==> config.mk <==
export PLATFORM = sky130hd
export DESIGN_NAME = stereo_biquad_filter_top
export DESIGN_NICKNAME = d
export VERILOG_FILES = /design/src/design/sbq_pkg.sv /design/src/design/sbq_lane.sv /design/src/design/stereo_biquad_filter_top.sv
export SDC_FILE = /design/constraint.sdc
export NUM_CORES = 2
export LEC_CHECK = 0
export BUFFER_PORTS_ARGS = -buffer_cell sky130_fd_sc_hd__buf_2
export CAP_MARGIN = 20
export CELL_PAD_IN_SITES_DETAIL_PLACEMENT = 1
export CELL_PAD_IN_SITES_GLOBAL_PLACEMENT = 2
export CORE_ASPECT_RATIO = 0.75
export CORE_MARGIN = 4
export CORE_UTILIZATION = 43
export DETAILED_ROUTE_END_ITERATION = 6
export GPL_TIMING_DRIVEN = 0
export PLACE_DENSITY_LB_ADDON = 0.25
export RECOVER_POWER = 25
export SLEW_MARGIN = 40
export SYNTH_ARGS = -nofsm -noshare
export SYNTH_HDL_FRONTEND = slang
export SYNTH_SLANG_ARGS = --single-unit
==> constraint.sdc <==
create_clock -name clk -period 11.8 [get_ports clk]
set_input_delay 1.18 -clock clk [delete_from_list [all_inputs] [get_ports clk]]
set_output_delay 1.18 -clock clk [all_outputs]
set_load 0.05 [all_outputs]
==> src/design/sbq_pkg.sv <==
// Shared types and constants for the stereo biquad filter.
// No dependencies; used by sbq_lane and stereo_biquad_filter_top.
`default_nettype none

package sbq_pkg;

    // Coefficient register map
    localparam int unsigned NUM_COEFS = 5;
    localparam int unsigned CFG_IDX_W = 3;

    localparam logic [CFG_IDX_W-1:0] REG_B0 = 3'd0;
    localparam logic [CFG_IDX_W-1:0] REG_B1 = 3'd1;
    localparam logic [CFG_IDX_W-1:0] REG_B2 = 3'd2;
    localparam logic [CFG_IDX_W-1:0] REG_A1 = 3'd3;
    localparam logic [CFG_IDX_W-1:0] REG_A2 = 3'd4;

    // Fractional bits kept in the delay registers
    localparam int unsigned STATE_FRAC = 12;

    // Handshake from the merge stage to a lane
    typedef struct packed {
        logic start;   // latch a new sample and begin the sequence
        logic take;    // the result has been moved to the output register
    } lane_ctrl_t;

    // Status from a lane back to the merge stage
    typedef struct packed {
        logic busy;    // sequence running or result waiting
        logic done;    // result valid and waiting to be taken
    } lane_status_t;

endpackage

`default_nettype wire

==> src/design/sbq_lane.sv <==
// One channel of the biquad: a shared multiplier stepped through five products.
// Depends on sbq_pkg for the lane handshake types and register indexes.
`default_nettype none

module sbq_lane #(
    parameter int unsigned SAMPLE_WIDTH = 24,
    parameter int unsigned COEF_WIDTH   = 24
) (
    input  wire logic                                              clk,
    input  wire logic                                              rst_n,
    input  wire sbq_pkg::lane_ctrl_t                               ctrl,
    input  wire logic signed [SAMPLE_WIDTH-1:0]                    sample,
    input  wire logic [sbq_pkg::NUM_COEFS-1:0][COEF_WIDTH-1:0]     coefs,
    output sbq_pkg::lane_status_t                                  status,
    output logic signed [SAMPLE_WIDTH-1:0]                         result
);

    localparam int unsigned SH     = COEF_WIDTH - 2 - sbq_pkg::STATE_FRAC;
    localparam int unsigned PROD_W = COEF_WIDTH + SAMPLE_WIDTH;
    localparam int unsigned RND_W  = PROD_W - SH;
    localparam int unsigned ST_W   = SAMPLE_WIDTH + 16;
    localparam int unsigned ACC_W  = ST_W + 2;
    localparam int unsigned SF     = sbq_pkg::STATE_FRAC;

    localparam logic [PROD_W-1:0] PROD_HALF = {{(PROD_W - SH){1'b0}}, 1'b1, {(SH - 1){1'b0}}};
    localparam logic [ACC_W-1:0]  ACC_HALF  = {{(ACC_W - SF){1'b0}}, 1'b1, {(SF - 1){1'b0}}};

    localparam logic signed [ACC_W-1:0] ST_MAX =
        {{(ACC_W - ST_W + 1){1'b0}}, {(ST_W - 1){1'b1}}};
    localparam logic signed [ACC_W-1:0] ST_MIN =
        {{(ACC_W - ST_W + 1){1'b1}}, {(ST_W - 1){1'b0}}};
    localparam logic signed [ACC_W-1:0] Y_MAX =
        {{(ACC_W - SAMPLE_WIDTH + 1){1'b0}}, {(SAMPLE_WIDTH - 1){1'b1}}};
    localparam logic signed [ACC_W-1:0] Y_MIN =
        {{(ACC_W - SAMPLE_WIDTH + 1){1'b1}}, {(SAMPLE_WIDTH - 1){1'b0}}};

    typedef enum logic [8:0] {
        L_IDLE = 9'b000000001,
        L_B0   = 9'b000000010,
        L_Z1   = 9'b000000100,
        L_Y    = 9'b000001000,
        L_N1A  = 9'b000010000,
        L_N1B  = 9'b000100000,
        L_N2A  = 9'b001000000,
        L_N2B  = 9'b010000000,
        L_DONE = 9'b100000000
    } lane_state_t;

    lane_state_t                    state_reg, state_next;
    logic signed [SAMPLE_WIDTH-1:0] x_reg;
    logic signed [SAMPLE_WIDTH-1:0] y_reg, y_next;
    logic signed [PROD_W-1:0]       prod_reg;
    logic signed [ACC_W-1:0]        acc_reg, acc_next;
    logic signed [ST_W-1:0]         z1_reg, z1_next;
    logic signed [ST_W-1:0]         z2_reg, z2_next;

    logic signed [COEF_WIDTH-1:0]   mul_coef;
    logic signed [SAMPLE_WIDTH-1:0] mul_data;
    logic                           mul_load;
    logic signed [PROD_W-1:0]       prod_sum;
    logic signed [PROD_W-1:0]       prod_shr;
    logic signed [ACC_W-1:0]        prod_rnd;
    logic signed [ACC_W-1:0]        z1_ext, z2_ext;
    logic signed [ACC_W-1:0]        y_full;
    logic signed [ACC_W-1:0]        n2_full;
    logic signed [ST_W-1:0]         acc_sat, n2_sat;

    // Product rounded half up to state precision, sign-extended to the accumulator.
    assign prod_sum = prod_reg + $signed(PROD_HALF);
    assign prod_shr = prod_sum >>> SH;
    assign prod_rnd = {{(ACC_W - RND_W){prod_shr[RND_W-1]}}, prod_shr[RND_W-1:0]};

    assign z1_ext = {{(ACC_W - ST_W){z1_reg[ST_W-1]}}, z1_reg};
    assign z2_ext = {{(ACC_W - ST_W){z2_reg[ST_W-1]}}, z2_reg};

    // Output sample: round the accumulator to an integer and clamp.
    assign y_full = (acc_reg + $signed(ACC_HALF)) >>> SF;

    assign n2_full = acc_reg - prod_rnd;

    always_comb
    begin
        if (acc_reg > ST_MAX)
            acc_sat = ST_MAX[ST_W-1:0];
        else if (acc_reg < ST_MIN)
            acc_sat = ST_MIN[ST_W-1:0];
        else
            acc_sat = acc_reg[ST_W-1:0];

        if (n2_full > ST_MAX)
            n2_sat = ST_MAX[ST_W-1:0];
        else if (n2_full < ST_MIN)
            n2_sat = ST_MIN[ST_W-1:0];
        else
            n2_sat = n2_full[ST_W-1:0];
    end

    always_comb
    begin
        state_next = state_reg;
        acc_next   = acc_reg;
        y_next     = y_reg;
        z1_next    = z1_reg;
        z2_next    = z2_reg;
        mul_load   = 1'b0;
        mul_coef   = $signed(coefs[sbq_pkg::REG_B0]);
        mul_data   = x_reg;

        unique case (state_reg)
            L_IDLE:
            begin
                if (ctrl.start)
                    state_next = L_B0;
            end
            L_B0:
            begin
                mul_load   = 1'b1;
                state_next = L_Z1;
            end
            L_Z1:
            begin
                acc_next   = prod_rnd + z1_ext;
                state_next = L_Y;
            end
            L_Y:
            begin
                if (y_full > Y_MAX)
                    y_next = Y_MAX[SAMPLE_WIDTH-1:0];
                else if (y_full < Y_MIN)
                    y_next = Y_MIN[SAMPLE_WIDTH-1:0];
                else
                    y_next = y_full[SAMPLE_WIDTH-1:0];
                mul_load   = 1'b1;
                mul_coef   = $signed(coefs[sbq_pkg::REG_B1]);
                state_next = L_N1A;
            end
            L_N1A:
            begin
                acc_next   = prod_rnd + z2_ext;
                mul_load   = 1'b1;
                mul_coef   = $signed(coefs[sbq_pkg::REG_A1]);
                mul_data   = y_reg;
                state_next = L_N1B;
            end
            L_N1B:
            begin
                acc_next   = acc_reg - prod_rnd;
                mul_load   = 1'b1;
                mul_coef   = $signed(coefs[sbq_pkg::REG_B2]);
                state_next = L_N2A;
            end
            L_N2A:
            begin
                z1_next    = acc_sat;
                acc_next   = prod_rnd;
                mul_load   = 1'b1;
                mul_coef   = $signed(coefs[sbq_pkg::REG_A2]);
                mul_data   = y_reg;
                state_next = L_N2B;
            end
            L_N2B:
            begin
                z2_next    = n2_sat;
                state_next = L_DONE;
            end
            L_DONE:
            begin
                if (ctrl.take)
                    state_next = L_IDLE;
            end
            default:
            begin
                state_next = L_IDLE;
            end
        endcase
    end

    always_ff @(posedge clk or negedge rst_n)
    begin
        if (!rst_n)
        begin
            state_reg <= L_IDLE;
            z1_reg    <= '0;
            z2_reg    <= '0;
        end
        else
        begin
            state_reg <= state_next;
            z1_reg    <= z1_next;
            z2_reg    <= z2_next;
        end
    end

    always_ff @(posedge clk)
    begin
        if (state_reg == L_IDLE && ctrl.start)
            x_reg <= sample;
        if (mul_load)
            prod_reg <= PROD_W'(mul_coef) * PROD_W'(mul_data);
        acc_reg <= acc_next;
        y_reg   <= y_next;
    end

    assign status.busy = (state_reg != L_IDLE);
    assign status.done = (state_reg == L_DONE);
    assign result      = y_reg;

endmodule

`default_nettype wire

==> src/design/stereo_biquad_filter_top.sv <==
// Top level of the stereo biquad filter: coefficient registers, two channel
// lanes and the output register that merges their results. Uses sbq_pkg, sbq_lane.
`default_nettype none

//  Channel   Signals                                   Beat contents (low bits first)
//  -------   ---------------------------------------   ------------------------------
//  input     s_axis_tvalid / s_axis_tready / tdata     left_in, right_in, zero pad
//  output    m_axis_tvalid / m_axis_tready / tdata     left_out, right_out, zero pad
//  config    cfg_we / cfg_index / cfg_data             coefficient write, no read-back
//
//  A frame is offered as a result beat once both lanes have finished and the
//  output register is free. The next frame is accepted only after that
//  hand-over, so frames do not overlap; the pace is set by the single multiplier
//  in each lane that forms five products in sequence. The output register
//  holds a finished frame while the next one is accepted and filtered. A lane
//  keeps its result until the output register is free. Reset clears the delay
//  state and restores the pass-through coefficients (b0 = 1.0, others zero).

module stereo_biquad_filter_top #(
    parameter int unsigned SAMPLE_WIDTH = 24,
    parameter int unsigned COEF_WIDTH   = 24
) (
    input  wire logic                                clk,
    input  wire logic                                rst_n,
    // Input stream
    input  wire logic                                s_axis_tvalid,
    output logic                                     s_axis_tready,
    // Fields: left_in, right_in, zero pad
    input  wire logic [((2*SAMPLE_WIDTH+7)/8)*8-1:0] s_axis_tdata,
    // Output stream
    output logic                                     m_axis_tvalid,
    input  wire logic                                m_axis_tready,
    // Fields: left_out, right_out, zero pad
    output logic [((2*SAMPLE_WIDTH+7)/8)*8-1:0]      m_axis_tdata,
    // Coefficient write port
    input  wire logic                                cfg_we,
    input  wire logic [sbq_pkg::CFG_IDX_W-1:0]       cfg_index,
    input  wire logic [COEF_WIDTH-1:0]               cfg_data
);

    localparam int unsigned TDATA_W = ((2*SAMPLE_WIDTH+7)/8)*8;
    localparam logic [COEF_WIDTH-1:0] COEF_ONE =
        {2'b01, {(COEF_WIDTH - 2){1'b0}}};

    // Coefficient registers, indexed by the register map in the package.
    logic [sbq_pkg::NUM_COEFS-1:0][COEF_WIDTH-1:0] coef_reg;

    logic busy_reg;
    logic out_valid_reg;
    logic [SAMPLE_WIDTH-1:0] left_out_reg, right_out_reg;

    sbq_pkg::lane_ctrl_t   lane_ctrl;
    sbq_pkg::lane_status_t left_status, right_status;
    logic signed [SAMPLE_WIDTH-1:0] left_y, right_y;

    logic accept;
    logic take;

    assign s_axis_tready = !busy_reg;
    assign accept        = s_axis_tvalid && s_axis_tready;

    // Both lanes run in lockstep; the merge stage takes their results together
    // once the output register is empty or being emptied this cycle.
    assign take = left_status.done && right_status.done
                  && (!out_valid_reg || m_axis_tready);

    assign lane_ctrl.start = accept;
    assign lane_ctrl.take  = take;

    always_ff @(posedge clk or negedge rst_n)
    begin
        if (!rst_n)
        begin
            coef_reg[sbq_pkg::REG_B0]  <= COEF_ONE;
            coef_reg[sbq_pkg::REG_B1]  <= '0;
            coef_reg[sbq_pkg::REG_B2]  <= '0;
            coef_reg[sbq_pkg::REG_A1]  <= '0;
            coef_reg[sbq_pkg::REG_A2]  <= '0;
        end
        else if (cfg_we)
        begin
            unique case (cfg_index)
                sbq_pkg::REG_B0: coef_reg[sbq_pkg::REG_B0] <= cfg_data;
                sbq_pkg::REG_B1: coef_reg[sbq_pkg::REG_B1] <= cfg_data;
                sbq_pkg::REG_B2: coef_reg[sbq_pkg::REG_B2] <= cfg_data;
                sbq_pkg::REG_A1: coef_reg[sbq_pkg::REG_A1] <= cfg_data;
                sbq_pkg::REG_A2: coef_reg[sbq_pkg::REG_A2] <= cfg_data;
                default:         ; // indexes past the map are ignored
            endcase
        end
    end

    sbq_lane #(
        .SAMPLE_WIDTH (SAMPLE_WIDTH),
        .COEF_WIDTH   (COEF_WIDTH)
    ) u_left_lane (
        .clk    (clk),
        .rst_n  (rst_n),
        .ctrl   (lane_ctrl),
        .sample (s_axis_tdata[SAMPLE_WIDTH-1:0]),
        .coefs  (coef_reg),
        .status (left_status),
        .result (left_y)
    );

    sbq_lane #(
        .SAMPLE_WIDTH (SAMPLE_WIDTH),
        .COEF_WIDTH   (COEF_WIDTH)
    ) u_right_lane (
        .clk    (clk),
        .rst_n  (rst_n),
        .ctrl   (lane_ctrl),
        .sample (s_axis_tdata[2*SAMPLE_WIDTH-1:SAMPLE_WIDTH]),
        .coefs  (coef_reg),
        .status (right_status),
        .result (right_y)
    );

    // Frame in flight: set on accept, cleared when the results move out.
    always_ff @(posedge clk or negedge rst_n)
    begin
        if (!rst_n)
        begin
            busy_reg      <= 1'b0;
            out_valid_reg <= 1'b0;
        end
        else
        begin
            if (accept)
                busy_reg <= 1'b1;
            else if (take)
                busy_reg <= 1'b0;

            if (take)
                out_valid_reg <= 1'b1;
            else if (m_axis_tready)
                out_valid_reg <= 1'b0;
        end
    end

    always_ff @(posedge clk)
    begin
        if (take)
        begin
            left_out_reg  <= left_y;
            right_out_reg <= right_y;
        end
    end

    assign m_axis_tvalid = out_valid_reg;
    assign m_axis_tdata  = TDATA_W'({right_out_reg, left_out_reg});

`ifndef SYNTHESIS
    // A lane only runs while the merge stage counts a frame in flight.
    a_lane_busy_tracked: assert property (@(posedge clk) disable iff (!rst_n)
        (left_status.busy || right_status.busy) |-> busy_reg)
        else $error("lane active with no frame in flight");

    // The two lanes stay in lockstep.
    a_lanes_lockstep: assert property (@(posedge clk) disable iff (!rst_n)
        left_status.done == right_status.done)
        else $error("left and right lanes out of step");

    // No second frame is accepted before the first has moved out.
    a_no_overlap: assert property (@(posedge clk) disable iff (!rst_n)
        accept |=> !s_axis_tready)
        else $error("input accepted while a frame is in flight");

    // A new result beat appears only after the lanes handed one over.
    a_out_from_take: assert property (@(posedge clk) disable iff (!rst_n)
        $rose(m_axis_tvalid) |-> $past(take))
        else $error("output valid without a lane hand-over");
`endif

endmodule

`default_nettype wire

==> results.toml <==
[global_routing]
grtUsageTotal = 0.3320
first_global_vias = 70587
grt_max_degree = 67
antenna_found_initial = 22
grt_overflow = 0
grt_pass1_wl_um = 475600

[critical_path]
cp_slowest_cell = "o31ai_2"
cp_common_cell = "fa_1"
max_stage_delay_ns = 0.76
r2r-start = "u_left_lane.state_reg[8]"
endpoint_kind = "flop"
cpLargestDelayFamily = "adder cells"
cp-start-kind = "flop"
worst-path-buf-inv = 8
crit_fanout = 10
path_class = "flop to flop"
cp.arrival_ns = 11.98
worstSetupStartpoint = "u_left_lane.state_reg[8]"
critical_path_required_ns = 12.18

[synth]
synth_area_leaders = "fa_1, edfxtp_1, dfrtp_1"
synth-edff-count = 306
synth_area_um2 = 80470
yosysSeqAreaShare = 0.2075
synth_top_area_share = 0.3030
synth_common_cells = "inv_1, fa_1, nand2_1, nor2_1, ha_1"
syn_nets = 10565
synthFlopType = "edfxtp_1"
synth_top_area_cell = "fa_1"
syn-instance-count = 8761
async_flop_share = 0.4950
syn_avg_cell_area_um2 = 9.185
ys_types = 98
synth_warnings = 0
synth_seq_cells = 606
synth_most_common_cell = "inv_1"

[drt]
vias = 67374
drt_iter0_markers = 7119
wl_per_cell_um = 28.04
antenna_left = 0
avgViaCountPerCell = 5.826
first_pass_iters = 6
remaining_drc_errors = 0
drt_wl_total_um = 324300

[timing]
worst_pin_slew_ns = 3.869
fmax_ghz = 0.08621
relSlewSlack = -1.579
slew_viol_final = 242
finalHoldViolCount = 0
fin_setup_tns_ns = 0
setup_ws_ns = 0.2002
skew_ns = 0.07152
period_share = 0.9830
setup_viol = 0
grt_setup_unrepaired = "yes"
period_needed_ns = 11.60

[place]
place_congestion = 0.9868
dp_cells = 11411
dp.final_hpwl_um = 268300
dp_slack_ns = -1.243
io_buffers = 127

[clocking]
cts_buffers = 75
cts_max_level = 3
clk_pin_slew_ns = 0.07
clock-sinks = 606
clk_path_buf_depth = 3
root_buffer = "clkbuf_16"
clk_latency_ns = 0.73
tritoncts = "built"

[min_path]
hold_start = "u_right_lane.result[23]"
hp-class = "flop to flop"

[finish]
largest_reg_flops = 120
areaGrowthSynthToFinish_pct = 9.411
n_fill_cell = 21458
layout.nets = 10797
drive_gt1_frac = 0.07432
final_cell_count_no_fill = 11565

[floorplan]
initial_utilization = 0.4327
die-area_um2 = 194200
die_w_um = 507.5
fp-row-count = 137
io_pins = 130
core_area_um2 = 186000
die_h_um = 382.6

[status]
violations = "max-capacitance violations, max-slew violations"
status = "complete, but fails checks"

[job]
max_cap_viol_count = 4
## layout make-up
cell class              instances  area [µm²]  share of cell area
diodes                          7       17.52           0.0001990
plain buffers                 342        1423             0.01616
clock buffers                  93        2006             0.02278
clock inverters                47       600.6            0.006821
inverters                    1414        5316             0.06038
multi-input cells            6397       57850              0.6571
flip-flops and latches        606       16700              0.1897
well taps                    2502        3131             0.03556
repair buffers                157        1002             0.01138
## path summary, 6_finish.rpt
kind | cells after the start | slack [ns] | end
worst max-delay path | 31 | 0.20 | u_left_lane.prod_reg[47]
worst min-delay path | 0 | 0.46 | right_out_reg[23]
worst max register to register | 31 | 0.20 | u_left_lane.prod_reg[47]
worst min register to register | 0 | 0.46 | right_out_reg[23]
max in group asynchronous | 3 | 2.55 | coef_reg[105]
min in group asynchronous | 1 | 1.59 | u_right_lane.z1_reg[25]
## per-stage QoR
step / instance area [µm²] / hold slack (ns) / utilization
2_1_floorplan: 80470 / 0.4180 / -
3_3_place_gp: 84240 / 0.4402 / 0.4529
3_5_place_dp: 85170 / 0.4393 / 0.4579
4_1_cts: 87840 / 0.3760 / 0.4723
5_1_grt: 88040 / 0.4770 / 0.4734
6_report: 88050 / 0.4555 / 0.4734
## metal layers
metal | part of all wire | global-route usage | wire length (µm)
met5 | 0.00031 | 0 | 99
met4 | 0.023 | 0.07536 | 7509
met3 | 0.11 | 0.09407 | 35330
met2 | 0.40 | 0.4610 | 130900
met1 | 0.46 | 0.5081 | 150400
## logic make-up after synthesis
| kind of cell | after synthesis | synth area share |
|---|---|---|
| flip-flops | 606 | 0.2075 |
| XOR/XNOR | 432 | 0.04702 |
| adder cells (fa/ha/maj) | 1724 | 0.3817 |
| multiplexers | 183 | 0.02499 |
| AO/OA/AOI/OAI | 1435 | 0.1136 |
| AND/OR/NAND/NOR | 2623 | 0.1430 |
| buffers and inverters | 1758 | 0.08219 |
## placed cells by master, fill, tap and decap left out, drive strengths merged, types with 21 or more instances in the layout
master	netlist	layout
dfrtp	297	297
o21a	41	41
a21oi	471	471
nand2b	61	61
o21ai	303	303
inv	1414	1419
nor3	58	58
a21o	189	189
xnor2	239	239
a31oi	34	34
a222oi	33	33
and2	45	45
o22ai	31	31
nand4	88	88
nand3	150	150
a211oi	31	31
nor2	876	876
edfxtp	306	306
mux2i	43	43
nor2b	52	52
nand2	1079	1079
buf	32	181
and4	39	39
or2	21	21
fa	1218	1218
o21bai	42	42
mux2	140	140
clkinv	0	24
o211ai	53	53
clkbuf	312	411
ha	506	506
a22oi	41	41
xor2	193	193
and3	84	84
## repair_timing
| item | 4_1_cts | 5_1_grt |
|---|---|---|
| endpoints found under the setup margin | 14 | 19 |
| endpoints found under the hold margin | 0 | 0 |
| pin swaps | 1 | 1 |
| setup buffers | 1 | 2 |
| hold buffers | 0 | 0 |
| resized for setup | 21 | 32 |
Power is left out: the tool's default activity adds up to more than one toggle a clock period on the data nets, which glitch-free logic cannot reach.
